$ cat src/hdl/sldf_pkg.sv
`default_nettype none
package sldf_pkg;

  localparam int unsigned CfgAddrWidth = 1;
  localparam int unsigned CfgDataWidth = 20;
  localparam int unsigned OutDataWidth = 56;

  localparam logic [CfgAddrWidth-1:0] CFG_TIMEOUT_TICKS = 1'b0;
  localparam logic [CfgAddrWidth-1:0] CFG_MAX_PAYLOAD   = 1'b1;

  localparam logic [19:0] TIMEOUT_RESET     = 20'd1000;
  localparam logic [15:0] MAX_PAYLOAD_RESET = 16'd256;

  localparam logic [7:0]  SYNC_FIRST  = 8'hAA;
  localparam logic [7:0]  SYNC_SECOND = 8'h55;
  localparam logic [20:0] ELAPSED_MAX = 21'h1FFFFF;

  localparam logic MODE_BYTE = 1'b0;
  localparam logic MODE_TICK = 1'b1;

  localparam logic [2:0] ST_OK               = 3'd0;
  localparam logic [2:0] ST_SYNC_TIMEOUT     = 3'd1;
  localparam logic [2:0] ST_HEADER_TIMEOUT   = 3'd2;
  localparam logic [2:0] ST_TOO_LONG         = 3'd3;
  localparam logic [2:0] ST_PAYLOAD_TIMEOUT  = 3'd4;
  localparam logic [2:0] ST_CHECKSUM_TIMEOUT = 3'd5;
  localparam logic [2:0] ST_BAD_CHECKSUM     = 3'd6;

  typedef struct packed {
    logic [7:0]  payload_byte;
    logic [15:0] byte_index;
    logic [7:0]  command;
    logic [15:0] length;
    logic [2:0]  status;
    logic        last;
  } sldf_result_t;

endpackage
`default_nettype wire

$ cat src/hdl/sldf_core.sv
`default_nettype none
module sldf_core
  import sldf_pkg::*;
(
  input  wire                    clk,
  input  wire                    rst,
  input  wire                    in_valid,
  output logic                   in_ready,
  input  wire                    in_mode,
  input  wire  [7:0]             in_byte,
  input  wire                    cfg_we,
  input  wire  [CfgAddrWidth-1:0] cfg_addr,
  input  wire  [CfgDataWidth-1:0] cfg_data,
  input  wire                    res_space,
  output logic                   res_push,
  output sldf_result_t           res
);

  typedef enum logic [2:0] {
    PH_HUNT  = 3'd0,
    PH_SYNC2 = 3'd1,
    PH_CMD   = 3'd2,
    PH_LENLO = 3'd3,
    PH_LENHI = 3'd4,
    PH_DATA  = 3'd5,
    PH_CSUM  = 3'd6
  } phase_t;

  // input register
  logic       hold_valid;
  logic       hold_mode;
  logic [7:0] hold_byte;

  logic [19:0] timeout_ticks;
  logic [15:0] max_payload;

  phase_t      phase, phase_next;
  logic [7:0]  held_command, held_command_next;
  logic [15:0] held_length, held_length_next;
  logic [15:0] payload_count, payload_count_next;
  logic [7:0]  running_xor, running_xor_next;
  logic [20:0] elapsed_ticks, elapsed_ticks_next;

  logic        consume;
  logic        close;
  logic [2:0]  close_status;
  logic [15:0] close_length;
  logic [20:0] elapsed_inc;
  logic [15:0] len_full;
  logic [15:0] count_inc;

  assign consume  = hold_valid && res_space;
  assign in_ready = !hold_valid || consume;

  always_comb begin
    phase_next         = phase;
    held_command_next  = held_command;
    held_length_next   = held_length;
    payload_count_next = payload_count;
    running_xor_next   = running_xor;
    elapsed_ticks_next = elapsed_ticks;
    close              = 1'b0;
    close_status       = ST_OK;
    close_length       = held_length;
    res_push           = 1'b0;
    res                = '0;
    elapsed_inc        = (elapsed_ticks != ELAPSED_MAX) ? elapsed_ticks + 21'd1 : elapsed_ticks;
    len_full           = {hold_byte, held_length[7:0]};
    count_inc          = payload_count + 16'd1;

    if (consume) begin
      if (hold_mode == MODE_TICK) begin
        elapsed_ticks_next = elapsed_inc;
        if (elapsed_inc > {1'b0, timeout_ticks}) begin
          close = 1'b1;
          case (phase)
            PH_CMD, PH_LENLO, PH_LENHI: close_status = ST_HEADER_TIMEOUT;
            PH_DATA:                    close_status = ST_PAYLOAD_TIMEOUT;
            PH_CSUM:                    close_status = ST_CHECKSUM_TIMEOUT;
            default:                    close_status = ST_SYNC_TIMEOUT;
          endcase
        end
      end else begin
        case (phase)
          PH_SYNC2: begin
            phase_next = (hold_byte == SYNC_SECOND) ? PH_CMD : PH_HUNT;
          end
          PH_CMD: begin
            held_command_next = hold_byte;
            running_xor_next  = hold_byte;
            phase_next        = PH_LENLO;
          end
          PH_LENLO: begin
            held_length_next = {8'd0, hold_byte};
            running_xor_next = running_xor ^ hold_byte;
            phase_next       = PH_LENHI;
          end
          PH_LENHI: begin
            held_length_next = len_full;
            running_xor_next = running_xor ^ hold_byte;
            if (len_full > max_payload) begin
              close        = 1'b1;
              close_status = ST_TOO_LONG;
              close_length = len_full;
            end else begin
              phase_next = (len_full == 16'd0) ? PH_CSUM : PH_DATA;
            end
          end
          PH_DATA: begin
            running_xor_next   = running_xor ^ hold_byte;
            payload_count_next = count_inc;
            if (count_inc >= held_length) begin
              phase_next = PH_CSUM;
            end
            res_push         = 1'b1;
            res.payload_byte = hold_byte;
            res.byte_index   = payload_count;
            res.command      = held_command;
            res.length       = held_length;
            res.status       = ST_OK;
            res.last         = 1'b0;
          end
          PH_CSUM: begin
            close        = 1'b1;
            close_status = (running_xor == hold_byte) ? ST_OK : ST_BAD_CHECKSUM;
          end
          default: begin
            // unused phase code behaves as the hunt
            phase_next = (hold_byte == SYNC_FIRST) ? PH_SYNC2 : PH_HUNT;
          end
        endcase
      end

      if (close) begin
        res_push           = 1'b1;
        res.payload_byte   = 8'd0;
        res.byte_index     = payload_count;
        res.command        = held_command;
        res.length         = close_length;
        res.status         = close_status;
        res.last           = 1'b1;
        phase_next         = PH_HUNT;
        held_command_next  = 8'd0;
        held_length_next   = 16'd0;
        payload_count_next = 16'd0;
        running_xor_next   = 8'd0;
        elapsed_ticks_next = 21'd0;
      end
    end
  end

  always_ff @(posedge clk) begin
    if (rst) begin
      hold_valid    <= 1'b0;
      timeout_ticks <= TIMEOUT_RESET;
      max_payload   <= MAX_PAYLOAD_RESET;
      phase         <= PH_HUNT;
      held_command  <= 8'd0;
      held_length   <= 16'd0;
      payload_count <= 16'd0;
      running_xor   <= 8'd0;
      elapsed_ticks <= 21'd0;
    end else begin
      if (in_ready) begin
        hold_valid <= in_valid;
      end
      if (cfg_we) begin
        case (cfg_addr)
          CFG_TIMEOUT_TICKS: timeout_ticks <= cfg_data;
          CFG_MAX_PAYLOAD:   max_payload   <= cfg_data[15:0];
          default: ;
        endcase
      end
      phase         <= phase_next;
      held_command  <= held_command_next;
      held_length   <= held_length_next;
      payload_count <= payload_count_next;
      running_xor   <= running_xor_next;
      elapsed_ticks <= elapsed_ticks_next;
    end
  end

  always_ff @(posedge clk) begin
    if (in_valid && in_ready) begin
      hold_mode <= in_mode;
      hold_byte <= in_byte;
    end
  end

endmodule
`default_nettype wire

$ cat src/hdl/sldf_out.sv
`default_nettype none
module sldf_out
  import sldf_pkg::*;
(
  input  wire                     clk,
  input  wire                     rst,
  input  wire                     push,
  input  sldf_result_t            push_res,
  output logic                    space,
  output logic                    m_tvalid,
  input  wire                     m_tready,
  output logic [OutDataWidth-1:0] m_tdata,
  output logic                    m_tlast
);

  logic         main_valid;
  logic         skid_valid;
  sldf_result_t main_res;
  sldf_result_t skid_res;
  logic         pop;

  assign space    = !skid_valid;
  assign pop      = main_valid && m_tready;
  assign m_tvalid = main_valid;
  assign m_tlast  = main_res.last;
  assign m_tdata  = {5'd0, main_res.status, main_res.length, main_res.command,
                     main_res.byte_index, main_res.payload_byte};

  always_ff @(posedge clk) begin
    if (rst) begin
      main_valid <= 1'b0;
      skid_valid <= 1'b0;
    end else begin
      if (pop) begin
        if (push) begin
          main_valid <= 1'b1;
        end else if (skid_valid) begin
          skid_valid <= 1'b0;
        end else begin
          main_valid <= 1'b0;
        end
      end else if (push) begin
        if (main_valid) begin
          skid_valid <= 1'b1;
        end else begin
          main_valid <= 1'b1;
        end
      end
    end
  end

  always_ff @(posedge clk) begin
    if (pop) begin
      if (push) begin
        main_res <= push_res;
      end else if (skid_valid) begin
        main_res <= skid_res;
      end
    end else if (push) begin
      if (main_valid) begin
        skid_res <= push_res;
      end else begin
        main_res <= push_res;
      end
    end
  end

endmodule
`default_nettype wire

$ cat src/hdl/sync_length_xor_packet_deframer_top.sv
// a request is held in the input register, and its result is registered in the output buffer before m_tvalid offers it
// throughput: one request per cycle while the output buffer has space; every byte or tick is one state step
// the input register and a two-entry output buffer keep the stream moving under stalls
// reset (rst, synchronous, active high): hunt for sync, all packet state cleared,
// timeout_ticks = 1000, max_payload = 256, no result pending
`default_nettype none
module sync_length_xor_packet_deframer_top
  import sldf_pkg::*;
(
  input  wire                     clk,
  input  wire                     rst,
  input  wire                     s_tvalid,
  output logic                    s_tready,
  input  wire  [7:0]              s_tdata,   // rx_byte[7:0]
  input  wire  [0:0]              s_tuser,   // mode[0]
  output logic                    m_tvalid,
  input  wire                     m_tready,
  // payload_byte[7:0], byte_index[23:8], command[31:24], length[47:32],
  // status[50:48], zero[55:51]
  output logic [OutDataWidth-1:0] m_tdata,
  output logic                    m_tlast,   // last
  input  wire                     cfg_we,
  input  wire  [CfgAddrWidth-1:0] cfg_addr,
  input  wire  [CfgDataWidth-1:0] cfg_data
);

  logic         res_space;
  logic         res_push;
  sldf_result_t res;

  sldf_core u_core (
    .clk       (clk),
    .rst       (rst),
    .in_valid  (s_tvalid),
    .in_ready  (s_tready),
    .in_mode   (s_tuser[0]),
    .in_byte   (s_tdata),
    .cfg_we    (cfg_we),
    .cfg_addr  (cfg_addr),
    .cfg_data  (cfg_data),
    .res_space (res_space),
    .res_push  (res_push),
    .res       (res)
  );

  sldf_out u_out (
    .clk      (clk),
    .rst      (rst),
    .push     (res_push),
    .push_res (res),
    .space    (res_space),
    .m_tvalid (m_tvalid),
    .m_tready (m_tready),
    .m_tdata  (m_tdata),
    .m_tlast  (m_tlast)
  );

  a_push_has_room: assert property (@(posedge clk) disable iff (rst)
    res_push |-> res_space)
    else $error("result pushed into a full output buffer");

  a_status_zero_payload: assert property (@(posedge clk) disable iff (rst)
    (m_tvalid && m_tlast) |-> (m_tdata[7:0] == 8'd0))
    else $error("status result carries a payload byte");

  a_payload_ok_status: assert property (@(posedge clk) disable iff (rst)
    (m_tvalid && !m_tlast) |-> (m_tdata[50:48] == ST_OK))
    else $error("payload result carries an error status");

  a_reset_empty: assert property (@(posedge clk)
    rst |=> !m_tvalid)
    else $error("result offered right after reset");

endmodule
`default_nettype wire
$ cat config.mk
export PLATFORM = sky130hd
export DESIGN_NAME = sync_length_xor_packet_deframer_top
export DESIGN_NICKNAME = d
export VERILOG_FILES = /design/src/hdl/sldf_pkg.sv /design/src/hdl/sldf_core.sv /design/src/hdl/sldf_out.sv /design/src/hdl/sync_length_xor_packet_deframer_top.sv
export SDC_FILE = /design/constraint.sdc
export NUM_CORES = 1
export LEC_CHECK = 0
export CORE_UTILIZATION = 50
export DETAILED_ROUTE_END_ITERATION = 8
export DONT_BUFFER_PORTS = 1
export PLACE_DENSITY = 0.65
export SETUP_SLACK_MARGIN = 0.3
export SLEW_MARGIN = 5
export SYNTH_ARGS = -nofsm -noshare
export SYNTH_HDL_FRONTEND = slang
export SYNTH_SLANG_ARGS = --single-unit
$ cat constraint.sdc
create_clock -name clk -period 12.1 [get_ports clk]
set_input_delay 3.63 -clock clk [delete_from_list [all_inputs] [get_ports clk]]
set_output_delay 3.63 -clock clk [all_outputs]
set_load 0.02 [all_outputs]
* Yosys cells after proc, flatten, opt, wreduce, memory -nomap -nowiden
Index checks and enable logic that the tools add are counted.
** Word-level totals
- Register bits after elaboration :: 224
- Bits of input ports :: 35
** Cells by class
- Reductions and logical operators :: 31
- $add $sub $neg :: 2
- Bitwise logic cells :: 3
- Magnitude comparators :: 3
- Multiplexer cells :: 58
- Eq/ne operators :: 18
** Operator list (count)
- $mux W52 :: 9
- $mux W16 :: 8
- $mux W21 :: 3
- $mux W8 :: 5
- $pmux W16 S2 :: 1
- $add A21 B1 Y21 const B :: 1
- $gt A21 B20 Y1 :: 1
- $mux W3 :: 7
- $ne A21 B21 Y1 const B :: 1
- $reduce_and A3 Y1 :: 7
- $pmux W3 S6 :: 1
- $mux W1 :: 17
- $add A16 B1 Y16 const B :: 1
- $ge A16 B16 Y1 :: 1
- $gt A16 B16 Y1 :: 1
- $logic_not A16 Y1 :: 1
- $pmux W8 S2 :: 1
- $reduce_bool A2 Y1 :: 7
- $eq A3 B3 Y1 const B :: 3
- $pmux W3 S3 :: 1
- $eq A8 B7 Y1 const B :: 1
- $eq A8 B8 Y1 :: 1
- $eq A8 B8 Y1 const B :: 1
- $ne A2 B2 Y1 const B :: 4
- 18 further kinds :: 31

* Longest topological paths before layout
Gate-level depths: netlist (run 1).
- Depth in word-level cells :: 11
- Mapped depth :: 18

* Hierarchy
Synthesis (run 1) repeated with hierarchy kept, for this count alone.
** Unflattened totals
- Cells, all modules :: 1042
- Area total of the unflattened synthesis :: 11279.6 µm²
** By module, submodules not included
- sldf_core :: times used 1, area each 7126.8 µm², cells an instance 859, seq. area each 2452.4 µm²
- sldf_out :: times used 1, area each 4152.7 µm², cells an instance 183, seq. area each 3163.0 µm²

* Worst setup path after synthesis (run 1)
OpenSTA, ideal clock, no wires.
- Path kind :: input to register
- Start :: input m_tready
- End :: register u_out.main_res (netlist bit u_out.m_tdata[0]) (enable)
- Library setup time :: 0.484 ns
- Stages :: 2
- Path slack :: 5.338 ns
- Arrival :: 6.278 ns
- Cell sequence :: inv_1 > a22oi_1
** On the way
- Word-level cells in the longest chain between the ends :: 3
** Ends and longest elaborated chain
- from (decl) :: line sync_length_xor_packet_deframer_top.sv:17 : input wire m_tready,
- $logic_and A1 B1 Y1 * :: line sldf_out.sv:23 : assign pop = main_valid && m_tready;
- $ne A2 B2 Y1 (no line) / $reduce_bool A2 Y1 (equally long branches)
- $reduce_and A3 Y1 (no line) *
- to (signal assigned) :: line sldf_out.sv:55 : main_res <= push_res;
- to (signal assigned) :: line sldf_out.sv:57 : main_res <= skid_res;
- to (signal assigned) :: line sldf_out.sv:63 : main_res <= push_res;
- to (decl) :: line sldf_out.sv:18 : sldf_result_t main_res;
Mark *: on every way between the ends. The rest lies on a longest branch, timed or not.
A chain may end at the register's enable or synchronous reset.

* Worst setup path in the final report (run 1)
- Start :: register u_core.elapsed_ticks[11]
- End :: register u_out.skid_res[49] (netlist bit) (enable)
** On the way
- Word-level cells in the longest chain between the ends :: 9
** Ends and longest elaborated chain
- from (decl) :: line sldf_core.sv:42 : logic [20:0] elapsed_ticks, elapsed_ticks_next;
- from (signal assigned) :: line sldf_core.sv:179 : elapsed_ticks <= elapsed_ticks_next;
- $add A21 B1 Y21 / $ne A21 B21 Y1 (equally long branches) :: line sldf_core.sv:67 : elapsed_inc = (elapsed_ticks != ELAPSED_MAX) ? elapsed_ticks + 21'd1 : elapsed_ticks;
- $mux W21 * :: line sldf_core.sv:67
- $gt A21 B20 Y1 * :: line sldf_core.sv:74 : if (elapsed_inc > {1'b0, timeout_ticks}) begin
- $mux W1 * :: line sldf_core.sv:74
- $mux W1 * :: line sldf_core.sv:72 : if (hold_mode == MODE_TICK) begin
- $mux W1 * :: line sldf_core.sv:71 : if (consume) begin
- $mux W1 * :: line sldf_core.sv:134 : if (close) begin
- $mux W1 * :: line sldf_core.sv:71
- $reduce_and A3 Y1 (no line) *
- to (signal assigned) :: line sldf_out.sv:61 : skid_res <= push_res;
- to (decl) :: line sldf_out.sv:19 : sldf_result_t skid_res;
Mark *: on every way between the ends. The rest lies on a longest branch, timed or not. The select of a mux whose other input is x is not followed.

==> out/metrics.yaml, run 1 <==
status:
  status: "finished, violations left"
  violations: "DRC"
global_routing:
  antenna_found_initial: 0
  grt_use_total_pct: 22.24
  grt_pass1_vias: 7536
  grt_max_degree: 65
  grt-ovfl-total: 0
  grt_pass1_wl_um: 41440
route:
  vias: 8131
  via_per_inst: 5.884
  drc: 2
  drt-initial-drc-count: 542
  routedWlPerCell_um: 18.74
  top_layer: "met4"
  wl_met1_um: 11800
  route.met3.wl_um: 1442
  wl_met2_um: 12140
  dr.pass1.iters: 9
  routed_wl_um: 25900
  drtAntennaViolNets: 0
sta:
  rsz0062_at_grt: "false"
  hold_violations: 0
  timing.final.max_slew_violations: 0
  whs_ps: 451.6
  fin_crit_sh_pct: 49.44
  setup_tns_ps: 0
  tightest_slew_ps: 1160
  setup_violations: 0
  min_period_ps: 5982
  max_freq_mhz: 167.2
  slew_headroom_pct: 22.68
  finClkSkew_ps: 26.82
logic_synthesis:
  synth.most_common_cell: "nand2_1"
  synth_top_family_by_area: "compound AO/OA/AOI/OAI gates"
  synthArstFlopShare_pct: 0
  yosysSeqAreaShare_pct: 49.51
  netlist_area_um2: 11340
  synth_compound_area_share_pct: 19.08
  synthAdderAreaFrac_pct: 5.957
  synth_edf_count: 113
  synth.top_cells.by_count: "nand2_1, edfxtp_1, dfxtp_1"
  synth-main-ff-cell: "edfxtp_1"
  synthMuxAreaShare_pct: 0.9818
  synth.avg_cell_area_um2: 10.14
  synth_xor_xnor_area_share_pct: 3.629
  ys_ff_latch: 224
  yosys.area.top_type_share_pct: 29.92
  yosysWarnings: 0
  synth_cell_types: 79
  yosys.area.top_type: "edfxtp_1"
  netlist_top_cells_area: "edfxtp_1, dfxtp_1, ha_1"
  syn_inst: 1119
  synth_simple_gate_area_share_pct: 15.50
worst_setup_path:
  cp_max_fo: 62
  crit_required_ps: 12240
  ff2ff_setup_slack_ps: 6120
  cp-end-kind: "flip-flop"
  crit_type: "flip-flop to flip-flop"
  cp.arrival_ps: 6130
  r2r_start: "u_core.elapsed_ticks[11]$_SDFFE_PP0P_"
  reg2regPathDepth: 14
  r2r-end: "u_out.skid_res[49]$_DFFE_PP_"
  crit_path_start_kind: "flip-flop"
floorplanning:
  die-area_um2: 23290
  die_w_um: 152.6
  row_count: 54
  die_y_um: 152.6
  coreArea_um2: 22030
  pin_count: 94
  initial_core_util_pct: 51.49
layout:
  antennaDiodeCount: 0
  finalNonFillerCells: 1382
  nFillCells: 1920
  drive_gt1_share_pct: 7.623
  final_area_um2: 12330
  area_growth_pct: 8.704
  fin_nets: 1171
placed_design:
  place.gp.congestion: 0.8601
  place_inst: 1334
  dp_hpwl_um: 17670
  place_area_um2: 11390
  portBuffers: 0
cts:
  cts_resized: 0
  cts_setup_buffers: 0
  cts.htree.levels: 1
  cts_buffers: 26
  path_clk_slew_ps: 60
  clk_latency_ps: 550
  hold_buffers: 0
  clock_sinks: 224
  cts_tree: "yes"
  cts.path.max_buffers: 3
  cts_root_buffer: "clkbuf_16"
power:
  peakVddDrop_uv: 121.5
  p_per_area_nw_per_um2: 139.6
  p_leak_uw: 0.004536
  total_power_uw: 1722
worst_hold_path:
  hold_path_class: "flip-flop to flip-flop"
  min_from: "u_core.max_payload[9]$_SDFFE_PP0P_"
  min_path_cells: 2
  whs_endpoint: "u_core.max_payload[9]$_SDFFE_PP0P_"
flow_run:
  drv_cap: 0
per-stage QoR:
step | setup slack (ps) | util, %
after floorplan | 5338 | -
after global placement | 6369 | 51.70
after detailed placement | 6198 | 51.70
after CTS | 6162 | 55.98
after global routing | 5596 | 55.98
final | 6118 | 55.98
where the power goes:
part / switching [uW] / internal (uW)
Clock: 320 / 511
Sequential: 18.4 / 804
Combinational: 46.0 / 22.0
Total: 384 / 1340
cells in the final DEF (no fill, tap or decap), types with 8 or more instances in the layout:
cell type	n
nand3_1	22
inv_1	58
xor2_1	13
o211ai_1	23
o2bb2ai_1	9
nor2b_1	14
and4_1	9
o21ai_0	26
ha_1	54
a21o_1	16
edfxtp_1	113
nand2_1	152
a22oi_1	8
mux2i_1	10
a311oi_1	8
nor2_1	59
o22ai_1	9
a32o_1	18
and2_1	30
nor3_1	9
xnor2_1	34
clkbuf_16	27
a21oi_1	63
a22o_1	33
nand4_1	16
dfxtp_1	111
and3_1	17
o21ai_1	18
state kept, by name (all words and copies together) (netlist names):
signal,cells
u_core.phase,3
u_out.m_tlast,1
u_out.m_tvalid,1
u_core.held_command,8
u_core.payload_count,16
u_out.skid_valid,1
u_core.max_payload,16
u_out.skid_res,52
u_core.held_length,16
u_out.m_tdata,51
u_core.hold_valid,1
u_core.timeout_ticks,20
u_core.hold_byte,8
u_core.hold_mode,1
u_core.elapsed_ticks,21
u_core.running_xor,8
worst max-delay path by stage:
stage                                          start  cells past startpoint  slack (ps)                      endpoint
2_1_floorplan                               m_tready                      2        5340    u_out.m_tdata[0]$_DFFE_PP_
3_3_place_gp   u_core.elapsed_ticks[10]$_SDFFE_PP0P_                     13        6370  u_out.skid_res[49]$_DFFE_PP_
3_5_place_dp    u_core.elapsed_ticks[6]$_SDFFE_PP0P_                     14        6200  u_out.skid_res[49]$_DFFE_PP_
4_1_cts        u_core.elapsed_ticks[11]$_SDFFE_PP0P_                     14        6160  u_out.skid_res[49]$_DFFE_PP_
5_1_grt        u_core.elapsed_ticks[10]$_SDFFE_PP0P_                     14        5600  u_out.skid_res[45]$_DFFE_PP_
6_report       u_core.elapsed_ticks[11]$_SDFFE_PP0P_                     14        6120  u_out.skid_res[49]$_DFFE_PP_
final cells by class:
class	instances	area (um2)	area share [%]
clock inverter	15	224.0	1.817
sequential	224	5615	45.55
inverter	59	221.5	1.796
timing repair buffer	7	52.55	0.4262
multi-input combinational	764	5147	41.75
tap	280	350.3	2.841
clock buffer	33	718.2	5.825
critical path, cell delays in order (launching register included):
cell and delay, ps:
dfxtp_1 410, and4_1 310, nand4_1 230, o31ai_2 570, nor3_1 200, nand3_1 140, xor2_1 190, inv_1 60
ha_1 290, nand3_1 130, nor4_2 380, a211o_1 310, a21o_1 280, and3_2 910, and3_2 1090
metal layers:
layer	track usage (%)	up-vias
met2	36.57	202
met1	29.85	3869
met3	4.380	44
met4	6.157	0
li1	-	4016
met5	0	-
logic make-up after synthesis:
logic type | Yosys count
fa+ha+maj | 54
compound gates | 288
xor+xnor | 47
buf+inv | 135
mux | 11
other cells | 1
simple gates | 359
flops | 224
Power figures use the tool's default switching activity.
==> inputs of run 2 (changes only) <==
Settings changed: ABC_AREA set to 1.
Clock period 12.1 ns to 6.05 ns, I/O delays scaled along.
==> run 2 against run 1 <==
Compared with the run above: the flow now finishes without violations; clock skew fell by 12 ps; synthesized cell count rose by 21%; non-clock buffer count fell by 1; sequential power rose by 97%; wire length rose by 0.49%; flip-flop and latch count did not move; combinational power rose by 72%; fmax rose by 21%.
==> out/metrics.yaml, run 2 <==
status:
  status: "finished clean"
layout:
  antennaDiodeCount: 0  # unchanged
  ff_latch_area_um2: 5615  # unchanged
  multi_input_area_um2: 4664  # -9.4%
  drive_gt1_share_pct: 4.797  # -2.8 points
  final_area_um2: 12150  # -1.5%
  largest_register_ff_count: 52  # unchanged
  area_growth_pct: 8.482
  fin_nets: 1426  # +22%
  finalNonFillerCells: 1635  # +18%
  regMostFlops: "u_out.skid_res"
  mostFrequentLayoutCell: "nand2_1"
  nFillCells: 2056  # +7.1%
  mostFrequentLayoutCells: "nand2_1, inv_1, nor2_1"
worst_setup_path:
  critical_path.cell_chain: "ha_1, nand2_1, nor2_2, nand2_2, nor3_1, nand3_1, nand2_1, ha_1, nand2_1, nor3_1, nor2_1, nor2_1, nor2_1, o21bai_2, nand2_4, nand2_2, nand2_2, nand2_1, nand2_1, inv_2, buf_4"
  cp_max_fo: 29  # -53%
  crit_type: "flip-flop to flip-flop"
  cp-end-kind: "flip-flop"
  r2r_start: "u_core.elapsed_ticks[0]$_SDFFE_PP0P_"
  crit_path_start_kind: "flip-flop"
  cp.arrival_ps: 5130  # -1000 ps
  crit_required_ps: 6250  # -5990 ps
  reg2regPathDepth: 21  # +7
  critPathSlowestCell: "buf_4"
  cp-endpoint: "u_out.skid_res[15]$_DFFE_PP_"
  startpoint: "u_core.elapsed_ticks[0]$_SDFFE_PP0P_"
  ff2ff_setup_slack_ps: 1110  # -5010 ps
  crit_top_cell: "nand2_1"
  critPathMaxStageDelay_ps: 460  # -630 ps
  r2r-end: "u_out.skid_res[15]$_DFFE_PP_"
global_routing:
  grt_max_degree: 67  # +3.1%
  antenna_found_initial: 0  # unchanged
  grt-ovfl-total: 0  # unchanged
  grt_use_total_pct: 23.21  # +0.97 points
  grt_pass1_wl_um: 41690  # +0.60%
  grt_pass1_vias: 8032  # +6.6%
cts:
  cts.htree.levels: 1  # unchanged
  hold_buffers: 0  # unchanged
  path_clk_slew_ps: 60  # about the same
  cts_buffers: 24  # -7.7%
  cts_tree: "yes"
  cts_root_buffer: "clkbuf_16"
  cts.path.max_buffers: 3  # unchanged
  clk_latency_ps: 530  # -20 ps
  cts_resized: 0  # unchanged
  clock_sinks: 224  # unchanged
  cts_setup_buffers: 0  # unchanged
placed_design:
  place_area_um2: 11330  # -0.47%
  dp_hpwl_um: 18720  # +5.9%
  place_inst: 1591  # +19%
  portBuffers: 0  # unchanged
  place.gp.congestion: 0.8862  # +3.0%
logic_synthesis:
  synth_xor_xnor_area_share_pct: 2.503  # -1.1 points
  syn_inst: 1359  # +21%
  synthArstFlopShare_pct: 0  # unchanged
  netlist_area_um2: 11200  # -1.3%
  yosys.area.top_type_share_pct: 30.31  # +0.39 points
  yosys.area.top_type: "edfxtp_1"
  synth_edf_count: 113  # unchanged
  ys_ff_latch: 224  # unchanged
  synth_top_family_by_area: "simple AND/OR/NAND/NOR gates"
  netlist_top_cells_area: "edfxtp_1, dfxtp_1, nand2_1"
  synth_simple_gate_area_share_pct: 22.42  # +6.9 points
  synthAdderAreaFrac_pct: 6.035  # +0.078 points
  synth-main-ff-cell: "edfxtp_1"
  synth_compound_area_share_pct: 10.33  # -8.8 points
  synth_cell_types: 41  # -48%
  synth.top_cells.by_count: "nand2_1, inv_1, nor2_1"
  synthMuxAreaShare_pct: 0.08941  # -0.89 points
  yosysSeqAreaShare_pct: 50.16  # +0.65 points
  synth.avg_cell_area_um2: 8.238  # -19%
  yosysWarnings: 0  # unchanged
  synth.most_common_cell: "nand2_1"
route:
  routedWlPerCell_um: 15.92  # -15%
  dr.pass1.iters: 5  # -4
  drt-initial-drc-count: 735  # +36%
  drtAntennaViolNets: 0  # unchanged
  via_per_inst: 5.273  # -10%
  routed_wl_um: 26030  # +0.49%
  vias: 8622  # +6.0%
  drc: 0  # -2
floorplanning:
  die-area_um2: 22990  # -1.3%
  pin_count: 94  # unchanged
  die_y_um: 151.6  # -0.64%
  coreArea_um2: 21890  # -0.61%
  die_w_um: 151.6  # -0.64%
  initial_core_util_pct: 51.14  # -0.35 points
  row_count: 54  # unchanged
sta:
  whs_ps: 455.5  # +3.918 ps
  hold_violations: 0  # unchanged
  setup_tns_ps: 0  # unchanged
  min_period_ps: 4938  # -1044 ps
  timing.final.max_slew_violations: 0  # unchanged
  fin_crit_sh_pct: 81.62  # +32 points
  setup_violations: 0  # unchanged
  slew_headroom_pct: 36.29  # +14 points
  tightest_slew_ps: 952.1  # -207.6 ps
  rsz0062_at_grt: "false"
  max_freq_mhz: 202.5  # +21%
  finClkSkew_ps: 15.31  # -11.51 ps
flow_run:
  drv_cap: 0  # unchanged
power:
  peakVddDrop_uv: 226.6  # +87%
  total_power_uw: 3238  # +88%
  p_per_area_nw_per_um2: 266.6  # +91%
  p_leak_uw: 0.005063  # +12%
worst_hold_path:
  hold_path_class: "flip-flop to flip-flop"
  min_path_cells: 2  # unchanged
[run 2: cell types whose count changed in the layout (fill, tap and decap cells not counted), sizes merged, moves of 28 or more]
cell | previous run | this run
nand2 | 152 | 323
xnor2 | 34 | 6
nor2 | 59 | 153
a21oi | 64 | 116
o21ai | 44 | 82
inv | 59 | 171
and2 | 31 | 0
a22o | 33 | 0
nand3 | 24 | 68
[run 2: final cells by class]
type / count / area share (%)
clock inverters: 10 / 1.102
multi-input cells: 909 / 38.41
flip-flops and latches: 224 / 46.23
well taps: 280 / 2.885
inverters: 172 / 5.316
repair buffers: 6 / 0.4739
clock buffers: 34 / 5.584
[run 2: power breakdown]
part | internal, uW | switching (uW)
clock network | 908 | 598
logic | 36.4 | 80.4
registers | 1600 | 14.7
total | 2550 | 693
[run 2: how the worst min path moves through the flow]
stage / startpoint / endpoint / slack (ps)
floorplan: u_core.max_payload[1]$_SDFFE_PP0P_ / u_core.max_payload[1]$_SDFFE_PP0P_ / 430
global placement: u_core.held_length[9]$_SDFFE_PP0P_ / u_core.held_length[9]$_SDFFE_PP0P_ / 440
detailed placement: u_core.held_length[14]$_SDFFE_PP0P_ / u_core.held_length[14]$_SDFFE_PP0P_ / 450
CTS: u_core.held_length[14]$_SDFFE_PP0P_ / u_core.held_length[14]$_SDFFE_PP0P_ / 460
global route: u_core.held_length[14]$_SDFFE_PP0P_ / u_core.held_length[14]$_SDFFE_PP0P_ / 470
finish: u_core.held_command[4]$_SDFFE_PP0P_ / u_core.held_command[4]$_SDFFE_PP0P_ / 460
[run 2: logic make-up (layout without fill, tap and decap cells)]
logic type | after synthesis | after routing
and+or+nand+nor | 599 | 599
AOI/OAI and AO/OA | 218 | 218
muxes | 1 | 1
other | 1 | 5
DFF | 224 | 224
xor gates and xnor gates | 32 | 32
adders and majority gates | 54 | 54
buffers and inverters | 230 | 222
[run 2: worst max-delay path, delay by kind of cell, from the launching register on]
kind / cells / cell delay, ps
compound gates: 1 / 200
fa+ha+maj: 2 / 430
buf+inv: 2 / 910
flops: 1 / 430
simple gates: 16 / 2630
[run 2: per-layer routing]
| metal | part of all wire [%] | track usage [%] |
|---|---|---|
| met5 | 0 | 0 |
| met4 | 2.5 | 6.634 |
| met3 | 4.9 | 2.784 |
| met2 | 46 | 38.77 |
| met1 | 46 | 31.61 |
[run 2: through the flow]
step | worst slack, ps | util, %
2_1_floorplan | 1233 | -
3_3_place_gp | 1314 | 51.77
3_5_place_dp | 1131 | 51.77
4_1_cts | 1132 | 55.48
5_1_grt | 611.5 | 55.48
6_report | 1112 | 55.48
